<file path="src/hw/rtl/aps_pkg.sv">
package aps_pkg;

  // power states
  localparam logic [2:0] ST_OFF  = 3'd0;
  localparam logic [2:0] ST_BOOT = 3'd1;
  localparam logic [2:0] ST_ON   = 3'd2;
  localparam logic [2:0] ST_WAIT = 3'd3;
  localparam logic [2:0] ST_SHUT = 3'd4;

  // start prediction states
  localparam logic [1:0] PR_IDLE      = 2'd0;
  localparam logic [1:0] PR_RECENT    = 2'd1;
  localparam logic [1:0] PR_NOTRECENT = 2'd2;
  localparam logic [1:0] PR_STARTING  = 2'd3;

  // shutdown-wait sub-phases
  localparam logic [1:0] PH_CONTACT_OFF   = 2'd0;
  localparam logic [1:0] PH_LOCK_INACTIVE = 2'd1;
  localparam logic [1:0] PH_LOCK_ACTIVE   = 2'd2;

  // register indexes
  localparam int unsigned CFG_IDX_W = 4;
  localparam int unsigned CFG_DATA_W = 16;
  localparam logic [CFG_IDX_W-1:0] REG_BOOT_TIMEOUT      = 4'd0;
  localparam logic [CFG_IDX_W-1:0] REG_WAIT_TIMEOUT      = 4'd1;
  localparam logic [CFG_IDX_W-1:0] REG_SHUTDOWN_HOLD     = 4'd2;
  localparam logic [CFG_IDX_W-1:0] REG_CONTACT_OFF_DELAY = 4'd3;
  localparam logic [CFG_IDX_W-1:0] REG_RECENT_LIMIT      = 4'd4;
  localparam logic [CFG_IDX_W-1:0] REG_RELOCK_WINDOW     = 4'd5;
  localparam logic [CFG_IDX_W-1:0] REG_LOCK_IGNORE_TIME  = 4'd6;
  localparam logic [CFG_IDX_W-1:0] REG_CHARGE_AFTER      = 4'd7;

  localparam logic [15:0] BLINK_RECENT   = 16'd50;
  localparam logic [15:0] BRAKE_DELAY    = 16'd200;
  localparam logic [7:0]  START_GUARD    = 8'd100;
  localparam logic [15:0] BLINK_END_FAKE = 16'd1420;
  localparam logic [15:0] MAX16          = 16'hffff;
  localparam logic [7:0]  MAX8           = 8'hff;

  typedef struct packed {
    logic [15:0] boot_timeout;
    logic [15:0] wait_timeout;
    logic [15:0] shutdown_hold;
    logic [7:0]  contact_off_delay;
    logic [15:0] recent_limit;
    logic [15:0] relock_window;
    logic [15:0] lock_ignore_time;
    logic [15:0] charge_after;
  } cfg_t;

  typedef struct packed {
    logic accessory_on;
    logic contact_on;
    logic start_on;
    logic pump_on;
    logic lock_raw;
    logic blink_on;
  } item_t;

  typedef struct packed {
    logic [2:0]  sys_mode;
    logic [1:0]  wait_phase;
    logic [1:0]  predict_mode;
    logic [15:0] mode_timer;
    logic [15:0] predict_age;
    logic [15:0] since_blink;
    logic        blink_seen_waiting;
    logic [7:0]  contact_off_count;
    logic [7:0]  start_off_count;
    logic [15:0] pump_run_count;
    logic [15:0] since_unlock;
    logic [15:0] ignore_remaining;
    logic        lock_state;
    logic        lock_raw_prev;
  } state_t;

  typedef struct packed {
    logic       led_red;
    logic       led_grn;
    logic       radio_relay;
    logic       brake_out;
    logic       supply_select;
    logic       charge_enable;
    logic [2:0] system_state;
    logic [1:0] predict_state;
    logic       lock_filtered;
  } result_t;

  function automatic logic [15:0] inc16(input logic [15:0] v);
    return (v != MAX16) ? v + 16'd1 : v;
  endfunction

  function automatic logic [7:0] inc8(input logic [7:0] v);
    return (v != MAX8) ? v + 8'd1 : v;
  endfunction

endpackage

</file>
<file path="src/hw/rtl/accessory_power_sequencer.sv">
// a request accepted into the input register moves on into the result register once
// that register is free or being drained
// throughput: one request per cycle while out_stall stays low; the step is a single
// pass of logic between the input register and the result register
// reset (rst, synchronous, active high) clears the sequencer state, empties both
// pipeline registers and loads the register defaults
module accessory_power_sequencer (
  input  logic                            clk,
  input  logic                            rst,
  input  logic                            in_valid,
  output logic                            in_stall,
  input  logic                            accessory_on,
  input  logic                            contact_on,
  input  logic                            start_on,
  input  logic                            pump_on,
  input  logic                            lock_raw,
  input  logic                            blink_on,
  output logic                            out_valid,
  input  logic                            out_stall,
  output logic                            led_red,
  output logic                            led_grn,
  output logic                            radio_relay,
  output logic                            brake_out,
  output logic                            supply_select,
  output logic                            charge_enable,
  output logic [2:0]                      system_state,
  output logic [1:0]                      predict_state,
  output logic                            lock_filtered,
  input  logic                            cfg_valid,
  output logic                            cfg_ready,
  input  logic [aps_pkg::CFG_IDX_W-1:0]   cfg_index,
  input  logic [aps_pkg::CFG_DATA_W-1:0]  cfg_data
);

  aps_pkg::cfg_t    cfg;
  aps_pkg::item_t   item;
  aps_pkg::state_t  state;
  aps_pkg::state_t  state_next;
  aps_pkg::result_t res;
  aps_pkg::result_t res_q;
  logic             item_valid;
  logic             advance;
  logic             in_take;

  aps_cfg u_cfg (
    .clk       (clk),
    .rst       (rst),
    .cfg_valid (cfg_valid),
    .cfg_ready (cfg_ready),
    .cfg_index (cfg_index),
    .cfg_data  (cfg_data),
    .cfg       (cfg)
  );

  aps_step u_step (
    .cfg        (cfg),
    .item       (item),
    .cur        (state),
    .state_next (state_next),
    .res        (res)
  );

  // the held request moves on whenever the result register is free or being drained
  assign advance  = item_valid && (!out_valid || !out_stall);
  assign in_stall = item_valid && !advance;
  assign in_take  = in_valid && !in_stall;

  always_ff @(posedge clk) begin
    if (rst) begin
      item_valid <= 1'b0;
    end else if (in_take) begin
      item_valid <= 1'b1;
    end else if (advance) begin
      item_valid <= 1'b0;
    end
  end

  always_ff @(posedge clk) begin
    if (in_take) begin
      item.accessory_on <= accessory_on;
      item.contact_on   <= contact_on;
      item.start_on     <= start_on;
      item.pump_on      <= pump_on;
      item.lock_raw     <= lock_raw;
      item.blink_on     <= blink_on;
    end
  end

  always_ff @(posedge clk) begin
    if (rst) begin
      state.sys_mode           <= aps_pkg::ST_OFF;
      state.wait_phase         <= aps_pkg::PH_CONTACT_OFF;
      state.predict_mode       <= aps_pkg::PR_IDLE;
      state.mode_timer         <= 16'd0;
      state.predict_age        <= 16'd0;
      state.since_blink        <= aps_pkg::MAX16;
      state.blink_seen_waiting <= 1'b0;
      state.contact_off_count  <= aps_pkg::MAX8;
      state.start_off_count    <= aps_pkg::MAX8;
      state.pump_run_count     <= 16'd0;
      state.since_unlock       <= aps_pkg::MAX16;
      state.ignore_remaining   <= aps_pkg::MAX16;
      state.lock_state         <= 1'b0;
      state.lock_raw_prev      <= 1'b0;
    end else if (advance) begin
      state <= state_next;
    end
  end

  always_ff @(posedge clk) begin
    if (rst) begin
      out_valid <= 1'b0;
    end else if (advance) begin
      out_valid <= 1'b1;
    end else if (!out_stall) begin
      out_valid <= 1'b0;
    end
  end

  always_ff @(posedge clk) begin
    if (advance) begin
      res_q <= res;
    end
  end

  assign led_red       = res_q.led_red;
  assign led_grn       = res_q.led_grn;
  assign radio_relay   = res_q.radio_relay;
  assign brake_out     = res_q.brake_out;
  assign supply_select = res_q.supply_select;
  assign charge_enable = res_q.charge_enable;
  assign system_state  = res_q.system_state;
  assign predict_state = res_q.predict_state;
  assign lock_filtered = res_q.lock_filtered;

  // state only moves when a request is handed to the result register
  a_state_hold: assert property (@(posedge clk) disable iff (rst)
    !advance |=> $stable(state))
    else $error("sequencer state changed without a request");

  a_take_held: assert property (@(posedge clk) disable iff (rst)
    in_take |=> item_valid)
    else $error("accepted request not held");

  a_advance_out: assert property (@(posedge clk) disable iff (rst)
    advance |=> out_valid)
    else $error("result lost after advance");

  a_drain: assert property (@(posedge clk) disable iff (rst)
    out_valid && !out_stall && !item_valid |=> !out_valid)
    else $error("result repeated after being taken");

  a_stall_cause: assert property (@(posedge clk) disable iff (rst)
    in_stall |-> item_valid && out_valid && out_stall)
    else $error("input stalled without a full pipeline");

endmodule

</file>
<file path="src/hw/rtl/aps_cfg.sv">
module aps_cfg (
  input  logic                               clk,
  input  logic                               rst,
  input  logic                               cfg_valid,
  output logic                               cfg_ready,
  input  logic [aps_pkg::CFG_IDX_W-1:0]      cfg_index,
  input  logic [aps_pkg::CFG_DATA_W-1:0]     cfg_data,
  output aps_pkg::cfg_t                      cfg
);

  assign cfg_ready = 1'b1;

  always_ff @(posedge clk) begin
    if (rst) begin
      cfg.boot_timeout      <= 16'd18000;
      cfg.wait_timeout      <= 16'd18000;
      cfg.shutdown_hold     <= 16'd10;
      cfg.contact_off_delay <= 8'd50;
      cfg.recent_limit      <= 16'd3000;
      cfg.relock_window     <= 16'd200;
      cfg.lock_ignore_time  <= 16'd12000;
      cfg.charge_after      <= 16'd1000;
    end else if (cfg_valid && cfg_ready) begin
      case (cfg_index)
        aps_pkg::REG_BOOT_TIMEOUT:      cfg.boot_timeout      <= cfg_data;
        aps_pkg::REG_WAIT_TIMEOUT:      cfg.wait_timeout      <= cfg_data;
        aps_pkg::REG_SHUTDOWN_HOLD:     cfg.shutdown_hold     <= cfg_data;
        aps_pkg::REG_CONTACT_OFF_DELAY: cfg.contact_off_delay <= cfg_data[7:0];
        aps_pkg::REG_RECENT_LIMIT:      cfg.recent_limit      <= cfg_data;
        aps_pkg::REG_RELOCK_WINDOW:     cfg.relock_window     <= cfg_data;
        aps_pkg::REG_LOCK_IGNORE_TIME:  cfg.lock_ignore_time  <= cfg_data;
        aps_pkg::REG_CHARGE_AFTER:      cfg.charge_after      <= cfg_data;
        default: ;
      endcase
    end
  end

endmodule

</file>
<file path="src/hw/rtl/aps_step.sv">
module aps_step (
  input  aps_pkg::cfg_t    cfg,
  input  aps_pkg::item_t   item,
  input  aps_pkg::state_t  cur,
  output aps_pkg::state_t  state_next,
  output aps_pkg::result_t res
);

  always_comb begin
    aps_pkg::state_t s;
    logic recent_blink;
    logic red, green, relay, brake, supply, charge;

    s = cur;
    red = 1'b1;
    green = 1'b1;
    relay = 1'b0;
    brake = 1'b0;

    // timers and counters
    s.mode_timer = aps_pkg::inc16(cur.mode_timer);
    s.predict_age = aps_pkg::inc16(cur.predict_age);
    s.since_blink = item.blink_on ? 16'd0 : aps_pkg::inc16(cur.since_blink);
    s.contact_off_count = item.contact_on ? 8'd0 : aps_pkg::inc8(cur.contact_off_count);
    s.start_off_count = item.start_on ? 8'd0 : aps_pkg::inc8(cur.start_off_count);
    s.pump_run_count = item.pump_on ? aps_pkg::inc16(cur.pump_run_count) : 16'd0;

    // start prediction
    case (cur.predict_mode)
      aps_pkg::PR_IDLE: begin
        if (item.contact_on) begin
          s.predict_mode = aps_pkg::PR_RECENT;
          s.predict_age = 16'd0;
          s.contact_off_count = 8'd0;
        end
      end
      aps_pkg::PR_RECENT, aps_pkg::PR_NOTRECENT: begin
        if (item.start_on) begin
          s.predict_mode = aps_pkg::PR_STARTING;
          s.predict_age = 16'd0;
        end else if (!item.contact_on && s.contact_off_count > cfg.contact_off_delay) begin
          s.predict_mode = aps_pkg::PR_IDLE;
          s.predict_age = 16'd0;
        end else if (s.predict_age > cfg.recent_limit
                     && cur.predict_mode == aps_pkg::PR_RECENT) begin
          s.predict_mode = aps_pkg::PR_NOTRECENT;
          s.predict_age = 16'd0;
        end
      end
      default: begin
        if (item.contact_on && !item.start_on) begin
          s.predict_mode = aps_pkg::PR_NOTRECENT;
          s.predict_age = 16'd0;
        end
      end
    endcase

    // relay choice
    if (s.start_off_count < aps_pkg::START_GUARD) begin
      supply = 1'b0;
      charge = 1'b0;
    end else if (s.pump_run_count > cfg.charge_after && item.contact_on) begin
      supply = 1'b1;
      charge = 1'b1;
    end else if (s.predict_mode == aps_pkg::PR_RECENT) begin
      supply = 1'b0;
      charge = 1'b0;
    end else begin
      supply = 1'b1;
      charge = 1'b0;
    end

    // lock filter: a re-lock soon after unlock is ignored for a while
    if (!item.lock_raw && cur.lock_raw_prev) begin
      s.since_unlock = 16'd0;
      s.lock_state = 1'b0;
    end else if (item.lock_raw) begin
      if (!cur.lock_raw_prev) begin
        s.ignore_remaining = (cur.since_unlock < cfg.relock_window) ?
                             cfg.lock_ignore_time : 16'd0;
      end
      if (s.ignore_remaining != 16'd0) begin
        if (item.blink_on && s.ignore_remaining < aps_pkg::BLINK_END_FAKE) begin
          s.ignore_remaining = 16'd0;
          s.lock_state = 1'b1;
        end else begin
          s.ignore_remaining = s.ignore_remaining - 16'd1;
          s.lock_state = 1'b0;
        end
      end else begin
        s.lock_state = 1'b1;
      end
    end
    s.lock_raw_prev = item.lock_raw;
    s.since_unlock = aps_pkg::inc16(s.since_unlock);

    // power state machine
    recent_blink = s.since_blink < aps_pkg::BLINK_RECENT;
    case (cur.sys_mode)
      aps_pkg::ST_BOOT: begin
        red = 1'b1;
        green = 1'b0;
        relay = 1'b1;
        brake = s.mode_timer > aps_pkg::BRAKE_DELAY;
        if (item.accessory_on) begin
          s.sys_mode = aps_pkg::ST_ON;
          s.mode_timer = 16'd0;
        end else if (s.lock_state && recent_blink) begin
          s.sys_mode = aps_pkg::ST_SHUT;
          s.mode_timer = 16'd0;
        end else if (item.blink_on) begin
          s.mode_timer = 16'd0;
        end else if (s.mode_timer > cfg.boot_timeout) begin
          s.sys_mode = aps_pkg::ST_SHUT;
          s.mode_timer = 16'd0;
        end
      end
      aps_pkg::ST_ON: begin
        red = 1'b0;
        green = 1'b0;
        relay = 1'b1;
        brake = 1'b1;
        if (!item.accessory_on) begin
          s.blink_seen_waiting = 1'b0;
          s.wait_phase = aps_pkg::PH_CONTACT_OFF;
          s.sys_mode = aps_pkg::ST_WAIT;
          s.mode_timer = 16'd0;
        end
      end
      aps_pkg::ST_WAIT: begin
        red = 1'b0;
        green = 1'b1;
        relay = 1'b1;
        brake = 1'b1;
        s.blink_seen_waiting = cur.blink_seen_waiting || item.blink_on;
        if (cur.wait_phase == aps_pkg::PH_CONTACT_OFF) begin
          if (!s.lock_state) s.wait_phase = aps_pkg::PH_LOCK_INACTIVE;
        end else if (cur.wait_phase == aps_pkg::PH_LOCK_INACTIVE) begin
          if (s.lock_state && s.blink_seen_waiting) s.wait_phase = aps_pkg::PH_LOCK_ACTIVE;
        end
        if (item.accessory_on) begin
          s.sys_mode = aps_pkg::ST_ON;
          s.mode_timer = 16'd0;
        end else if (s.mode_timer > cfg.wait_timeout) begin
          s.sys_mode = aps_pkg::ST_SHUT;
          s.mode_timer = 16'd0;
        end else if (s.wait_phase == aps_pkg::PH_LOCK_ACTIVE) begin
          s.sys_mode = aps_pkg::ST_SHUT;
          s.mode_timer = 16'd0;
        end
      end
      aps_pkg::ST_SHUT: begin
        red = 1'b0;
        green = 1'b1;
        relay = 1'b1;
        brake = 1'b1;
        if (s.mode_timer >= cfg.shutdown_hold) begin
          s.sys_mode = aps_pkg::ST_OFF;
          s.mode_timer = 16'd0;
        end
      end
      default: begin
        // off, and the unused codes behave as off
        red = 1'b1;
        green = 1'b1;
        relay = 1'b0;
        brake = 1'b0;
        if (item.accessory_on || (recent_blink && !s.lock_state)) begin
          s.sys_mode = aps_pkg::ST_BOOT;
          s.mode_timer = 16'd0;
        end
      end
    endcase

    state_next = s;
    res.led_red = red;
    res.led_grn = green;
    res.radio_relay = relay;
    res.brake_out = brake;
    res.supply_select = supply;
    res.charge_enable = charge;
    res.system_state = s.sys_mode;
    res.predict_state = s.predict_mode;
    res.lock_filtered = s.lock_state;
  end

endmodule
</file>
<file path="config.mk">
export PLATFORM = sky130hd
export DESIGN_NAME = accessory_power_sequencer
export DESIGN_NICKNAME = d
export VERILOG_FILES = /design/src/hw/rtl/aps_pkg.sv /design/src/hw/rtl/accessory_power_sequencer.sv /design/src/hw/rtl/aps_cfg.sv /design/src/hw/rtl/aps_step.sv
export SDC_FILE = /design/constraint.sdc
export NUM_CORES = 1
export LEC_CHECK = 0
export BUFFER_PORTS_ARGS = -buffer_cell sky130_fd_sc_hd__buf_2
export CORE_MARGIN = 2
export CORE_UTILIZATION = 39
export DETAILED_ROUTE_END_ITERATION = 7
export PLACE_DENSITY_LB_ADDON = 0.08
export SETUP_SLACK_MARGIN = 0.05
export SLEW_MARGIN = 20
export SYNTH_ARGS = -nofsm -noshare
export SYNTH_HDL_FRONTEND = slang
export SYNTH_SLANG_ARGS = --single-unit
</file>
<file path="constraint.sdc">
create_clock -name clk -period 5.9 [get_ports clk]
set_input_delay 1.18 -clock clk [delete_from_list [all_inputs] [get_ports clk]]
set_output_delay 1.18 -clock clk [all_outputs]
set_load 0.01 [all_outputs]
</file>
=== Yosys cells after proc, flatten, opt, wreduce, memory -nomap -nowiden ===
Index checks and enable logic that the tools add are counted.

* Register bits: 262
* Bits of input ports: 31
* Word-level logic and storage cells: 203

* Add/sub/neg operators: 8
* Order comparisons: 11
* Eq/ne operators: 25
* Muxes and demuxes: 76
* Bitwise gates (word level): 1
* Reductions and logical operators: 43

{| class="wikitable"
|+ Operators with widths
! operator !! count
|-
| 16-bit two-way mux || 28
|-
| 16-bit by 1-bit adder with 16-bit output (second input constant) || 5
|-
| 16-bit != test (second input constant) || 5
|-
| 16-bit > comparator || 4
|-
| 16-bit one-hot mux with 4 select lines || 1
|-
| 8-bit two-way mux || 6
|-
| 16-bit one-hot mux with 2 select lines || 1
|-
| 3-bit two-way mux || 9
|-
| 2-bit two-way mux || 10
|-
| 17-bit two-way mux || 1
|-
| 8-bit by 1-bit adder with 8-bit output (second input constant) || 2
|-
| 4-bit by 3-bit == test with 1-bit output (second input constant) || 4
|-
| 16-bit greater-or-equal comparator || 1
|-
| 16-bit by 8-bit > comparator with 1-bit output (second input constant) || 1
|-
| 16-bit by 11-bit < comparator with 1-bit output (second input constant) || 1
|-
| 16-bit < comparator || 1
|-
| 16-bit by 6-bit < comparator with 1-bit output (second input constant) || 1
|-
| 8-bit != test (second input constant) || 2
|-
| 2-bit AND reduction || 8
|-
| 16-bit nonzero test || 1
|-
| 16-bit by 1-bit subtractor with 16-bit output (second input constant) || 1
|-
| 1-bit two-way mux || 14
|-
| 1-bit logical AND || 12
|-
| 3-bit one-hot mux with 4 select lines || 1
|-
| other kinds (24) || 44
|}

=== Depth between registers and ports, before layout ===
* Word-level depth: 21
* Mapped depth: 25
* Gate-level depth less buffers: 21

=== Cells and area by module ===
Synthesis repeated with hierarchy kept, for this count alone.

* Cell total of the unflattened synthesis: 2040
* Area, all modules: 17169.0 sq um

{| class="wikitable"
|+ By module, submodules not included
! module !! instances !! cells each !! area an instance (sq um) !! sequential area each (sq um)
|-
| aps_step || 1 || 1048 || 6693.9 || 0.0
|-
| accessory_power_sequencer || 1 || 557 || 5770.5 || 3022.9
|-
| aps_cfg || 1 || 435 || 4704.5 || 2402.3
|}

=== Least setup slack after synthesis ===
No wires, ideal clock.

* Kind: register to register
* Start point: register state[104] (netlist name)
* End point: register state[100] (netlist name)
* Library setup time: 0.128 ns
* Data arrival time: 4.404 ns
* Required time: 5.772 ns
* Path slack: 1.368 ns
* Cell stages (with the launch flop): 24
* Path buffers: 4
* Clock period less this slack: 4.532 ns
* Cells stage by stage: dfxtp_1 > buf_2 > nand3_1 > nor4_1 > nand4_1 > or2_1 > clkbuf_1 > and4_1 > clkbuf_1 > nand2_1 > nor2_1 > xnor2_1 > inv_1 > ha_1 > nand3_1 > or3_1 > or4_1 > nand3_1 > a21oi_1 > o31a_1 > a311o_2 > buf_2 > a32oi_1 > nor2_1

* Cells in the longest elaborated chain, start to end: 8
* Elaborated cells on any way between the ends: 17
* Those cells by class: add/sub: 1; order compare: 3; eq/ne: 1; mux: 12

{| class="wikitable"
|+ RTL lines
! what !! line !! RTL
|-
| from (decl) || accessory_power_sequencer.sv:37 || <nowiki>aps_pkg::state_t state;</nowiki>
|-
| from (signal assigned) || accessory_power_sequencer.sv:106 || <nowiki>state <= state_next;</nowiki>
|-
| 16-bit by 1-bit adder with 16-bit output or 16-bit != test (tied branches) || aps_pkg.sv:90 || <nowiki>return (v != MAX16) ? v + 16'd1 : v;</nowiki>
|-
| 16-bit two-way mux (*) || aps_pkg.sv:90 ||
|-
| 16-bit > comparator || aps_step.sv:113 || <nowiki>end else if (s.mode_timer > cfg.boot_timeout) begin</nowiki>
|-
| 16-bit two-way mux || aps_step.sv:113 ||
|-
| 16-bit two-way mux || aps_step.sv:111 || <nowiki>end else if (item.blink_on) begin</nowiki>
|-
| 16-bit two-way mux || aps_step.sv:108 || <nowiki>end else if (s.lock_state && recent_blink) begin</nowiki>
|-
| 16-bit two-way mux || aps_step.sv:105 || <nowiki>if (item.accessory_on) begin</nowiki>
|-
| 16-bit one-hot mux with 4 select lines (*) || aps_step.sv:99 || <nowiki>case (cur.sys_mode)</nowiki>
|}

Every way passes the cells marked *; elsewhere a longest branch is shown, timed or not.
A chain may end at the register's enable or synchronous reset.

=== Final worst setup path ===
* Start point: register state[103] (netlist name)
* End point: register state[104] (netlist name)

The elaborated chain is that of the path after synthesis.

==> results_dict.tcl <==
set metrics [dict create \
    post-cts-setup-buffers 0 \
    relSlewSlack_pct 36.1 \
    num_vias 13900 \
    holdWs_ns 0.454 \
    hold_start "u_cfg.cfg[78]$_SDFFE_PP0P_" \
    grt_max_degree 64 \
    finalMaxSlewViolations 0 \
    yosys.area.top_type "dfxtp_1" \
    die_w_um 203 \
    end_kind "flip-flop" \
    r2r-end "state[104]$_SDFFE_PP0P_" \
    combPwrFrac_pct 19.1 \
    ant_nets 0 \
    swShare_pct 30.0 \
    die_area_mm2 0.0412 \
    rrSetupSlack_ns 0.73 \
    drv_cap 0 \
    max_freq_mhz 193 \
    required_ns 6.37 \
    dpl.hpwl_mm 31.2 \
    drc 0 \
    min_to "u_cfg.cfg[78]$_SDFFE_PP0P_" \
    regArea_mm2 0.00543 \
    overflow 0 \
    syn_area_mm2 0.0154 \
    antenna_found_initial 0 \
    crit_path_cell_trace "nand3_1 -> nor4_1 -> nand4_1 -> or2_1 -> and4_1 -> nand2_1 -> nor2_1 -> xnor2_1 -> inv_1 -> ha_1 -> nand3_1 -> or3_1 -> or4_1 -> nand3_1 -> a21oi_1 -> o31a_1 -> a311o_2 -> and2_1 -> a32o_1" \
    root_buffer "clkbuf_16" \
    drt-pass1-iter-count 5 \
    std_cell_rows 72 \
    cts_tree "built" \
    synthesis.nets 2140 \
    synth_ff_type "dfxtp_1" \
    yosysTopAreaCellShare_pct 31.7 \
    globalplace.congestion 0.885 \
    cts_buffers 31 \
    yosys_warnings 0 \
    worstMarginPinSlew_ns 0.956 \
    timing.final.crit_share_pct 87.7 \
    max_stage_delay_ns 0.55 \
    pwr-share-clk_pct 40.9 \
    routed_wirelength_mm 44.8 \
    switchingPower_mw 1.48 \
    clock_path_buffers 3 \
    io_pins 46 \
    dp_slack_ns 0.746 \
    fillers 3941 \
    period_needed_ns 5.17 \
    hold_viol 0 \
    holdPathStages 2 \
    synth-seq-cells 262 \
    finalSetupTns_ns 0 \
    worst_path_dominant_cell_family "simple AND/OR/NAND/NOR gates" \
    area_growth_syn_to_layout_pct 10.8 \
    synth.distinct_cells 85 \
    power.internal_mw 3.45 \
    async_flop_share_pct 0 \
    p_leak_nw 6.85 \
    netlist_top_cells_area "dfxtp_1, ha_1, nand2_1" \
    htree_levels 1 \
    grt_pass1_wl_mm 72.3 \
    skew_ns 0.0136 \
    cp.buffers_inverters 1 \
    r2r_start "state[103]$_SDFFE_PP0P_" \
    path_clk_slew_ns 0.06 \
    outcome "finished clean" \
    wl_per_cell_um 17.8 \
    cpMostUsedCell "nand3_1" \
    irDropWorstVdd_mv 0.179 \
    synth_common_cells "nand2_1, dfxtp_1, a21oi_1, inv_1, nor2_1" \
    viasPerCell 5.52 \
    crit_type "flip-flop to flip-flop" \
    setup_slack_ns 0.728 \
    drive_above_1_share_pct 7.67 \
    cts_hold_repair.buffers 0 \
    rsz0062_at_grt "false" \
    start_kind "flip-flop" \
    ctsResizeCount 0 \
    hold_class "flip-flop to flip-flop" \
    portBuffers 44 \
    start_util_pct 39.7 \
    cp_slowest_cell "or4_1" \
    first_iter_violations 687 \
    ff2ff_path_depth 19 \
    p_per_area_mw_per_mm2 288 \
    cts.sinks 262 \
    multi_input_area_mm2 0.00907 \
    synth.avg_cell_area_um2 7.73 \
    cp.arrival_ns 5.64 \
    core_area_mm2 0.0388 \
    final_nets 2128 \
    synth-seq-area-share_pct 35.2 \
    synth_edf_count 18 \
    grt_pass1_vias 13100 \
    yosysMostFrequentCell "nand2_1" \
    setup_viol 0 \
    antennaDiodeCount 0 \
    seq_power_share_pct 40.0 \
    die_y_um 203 \
    syn-instance-count 1995 \
    path_max_fanout 15 \
    clk_latency_ns 0.58 \
    grt_usage_pct 21.8 \
]
==> metal layers <==
layer	global-route usage [%]	up-vias	wire, um
li1	-	7010	-
met1	28.9	6636	20700
met2	37.8	244	21500
met3	2.46	54	1630
met4	5.27	0	1000
met5	0	-	0
==> cells by family (layout without fill, tap and decap cells) <==
group	after synthesis	after routing	share of synthesized area (%)
xor+xnor	53	53	3.01
flops	262	262	35.2
compound gates	495	495	20.5
buf+inv	241	253	6.22
fa+ha+maj	114	114	9.25
simple gates	819	819	25.2
mux	10	10	0.657
other cells	1	1	0.0243
==> worst reg2reg max path, cell delays in order (launching register included) <==
cell,delay (ns)
dfxtp_1,0.52
nand3_1,0.12
nor4_1,0.42
nand4_1,0.25
or2_1,0.37
and4_1,0.32
nand2_1,0.12
nor2_1,0.06
xnor2_1,0.17
inv_1,0.13
ha_1,0.32
nand3_1,0.07
or3_1,0.35
or4_1,0.55
nand3_1,0.10
a21oi_1,0.07
o31a_1,0.16
a311o_2,0.49
and2_1,0.22
a32o_1,0.24
==> state kept, by name (all words and copies together) (netlist names) <==
| signal | count |
|---|---|
| brake_out | 1 |
| charge_enable | 1 |
| item | 6 |
| item_valid | 1 |
| led_grn | 1 |
| led_red | 1 |
| lock_filtered | 1 |
| out_valid | 1 |
| predict_state | 2 |
| radio_relay | 1 |
| state | 122 |
| supply_select | 1 |
| system_state | 3 |
| u_cfg.cfg | 120 |
==> cell usage in the layout (no fill, tap or decap), types with 20 or more instances in the layout <==
cell type,n
o21ai_0,91
a21o_1,23
nand4_1,44
and2_1,22
nor2_1,124
xnor2_1,29
o211ai_1,46
a221o_1,23
buf_4,21
xor2_1,24
nor3_1,33
a21oi_1,196
inv_1,127
ha_1,114
nor2b_1,20
and3_1,28
clkbuf_16,32
buf_2,43
dfxtp_1,244
nand3_1,80
nand2_1,373
==> final cells by class <==
class	count	area share [%]
multi-input combinational	1492	53.0
inverter	131	2.88
sequential	262	31.7
clock buffer	41	5.17
timing repair buffer	65	2.25
clock inverter	16	1.13
tap	518	3.79
==> stage by stage <==
step / cell area [um^2] / util [%] / power [mW] / instances
6_report: 17100 / 44.0 / 4.92 / 2525
5_1_grt: 17100 / 44.0 / 5.17 / 2525
4_1_cts: 17100 / 44.0 / 4.98 / 2525
3_5_place_dp: 16000 / 41.2 / 2.94 / 2468
3_3_place_gp: 16000 / 41.2 / 2.93 / 2468
2_1_floorplan: 15400 / - / 2.68 / 1995
==> how the worst max path moves through the flow <==
stage	startpoint	to	slack [ns]	depth (start not counted)
global placement	state[103]$_SDFFE_PP0P_	state[106]$_SDFFE_PP0P_	0.88	19
floorplan	state[104]$_SDFFE_PP0P_	state[100]$_SDFFE_PP0P_	1.37	23
CTS	state[103]$_SDFFE_PP0P_	state[104]$_SDFFE_PP0P_	0.73	19
global route	state[103]$_SDFFE_PP0P_	state[106]$_SDFFE_PP0P_	0.24	18
finish	state[103]$_SDFFE_PP0P_	state[104]$_SDFFE_PP0P_	0.73	19
detailed placement	state[103]$_SDFFE_PP0P_	state[104]$_SDFFE_PP0P_	0.75	19
==> power by group through the flow <==
| stage | Combinational (mW) | Sequential [mW] | Clock (mW) |
|---|---|---|---|
| after detailed placement | 0.934 | 2.01 | 0 |
| after global routing | 1.06 | 1.98 | 2.13 |
| after floorplan | 0.709 | 1.97 | 0 |
| final | 0.938 | 1.97 | 2.02 |
| after CTS | 0.939 | 1.97 | 2.07 |
| after global placement | 0.925 | 2.01 | 0 |
Power figures use the tool's default switching activity.
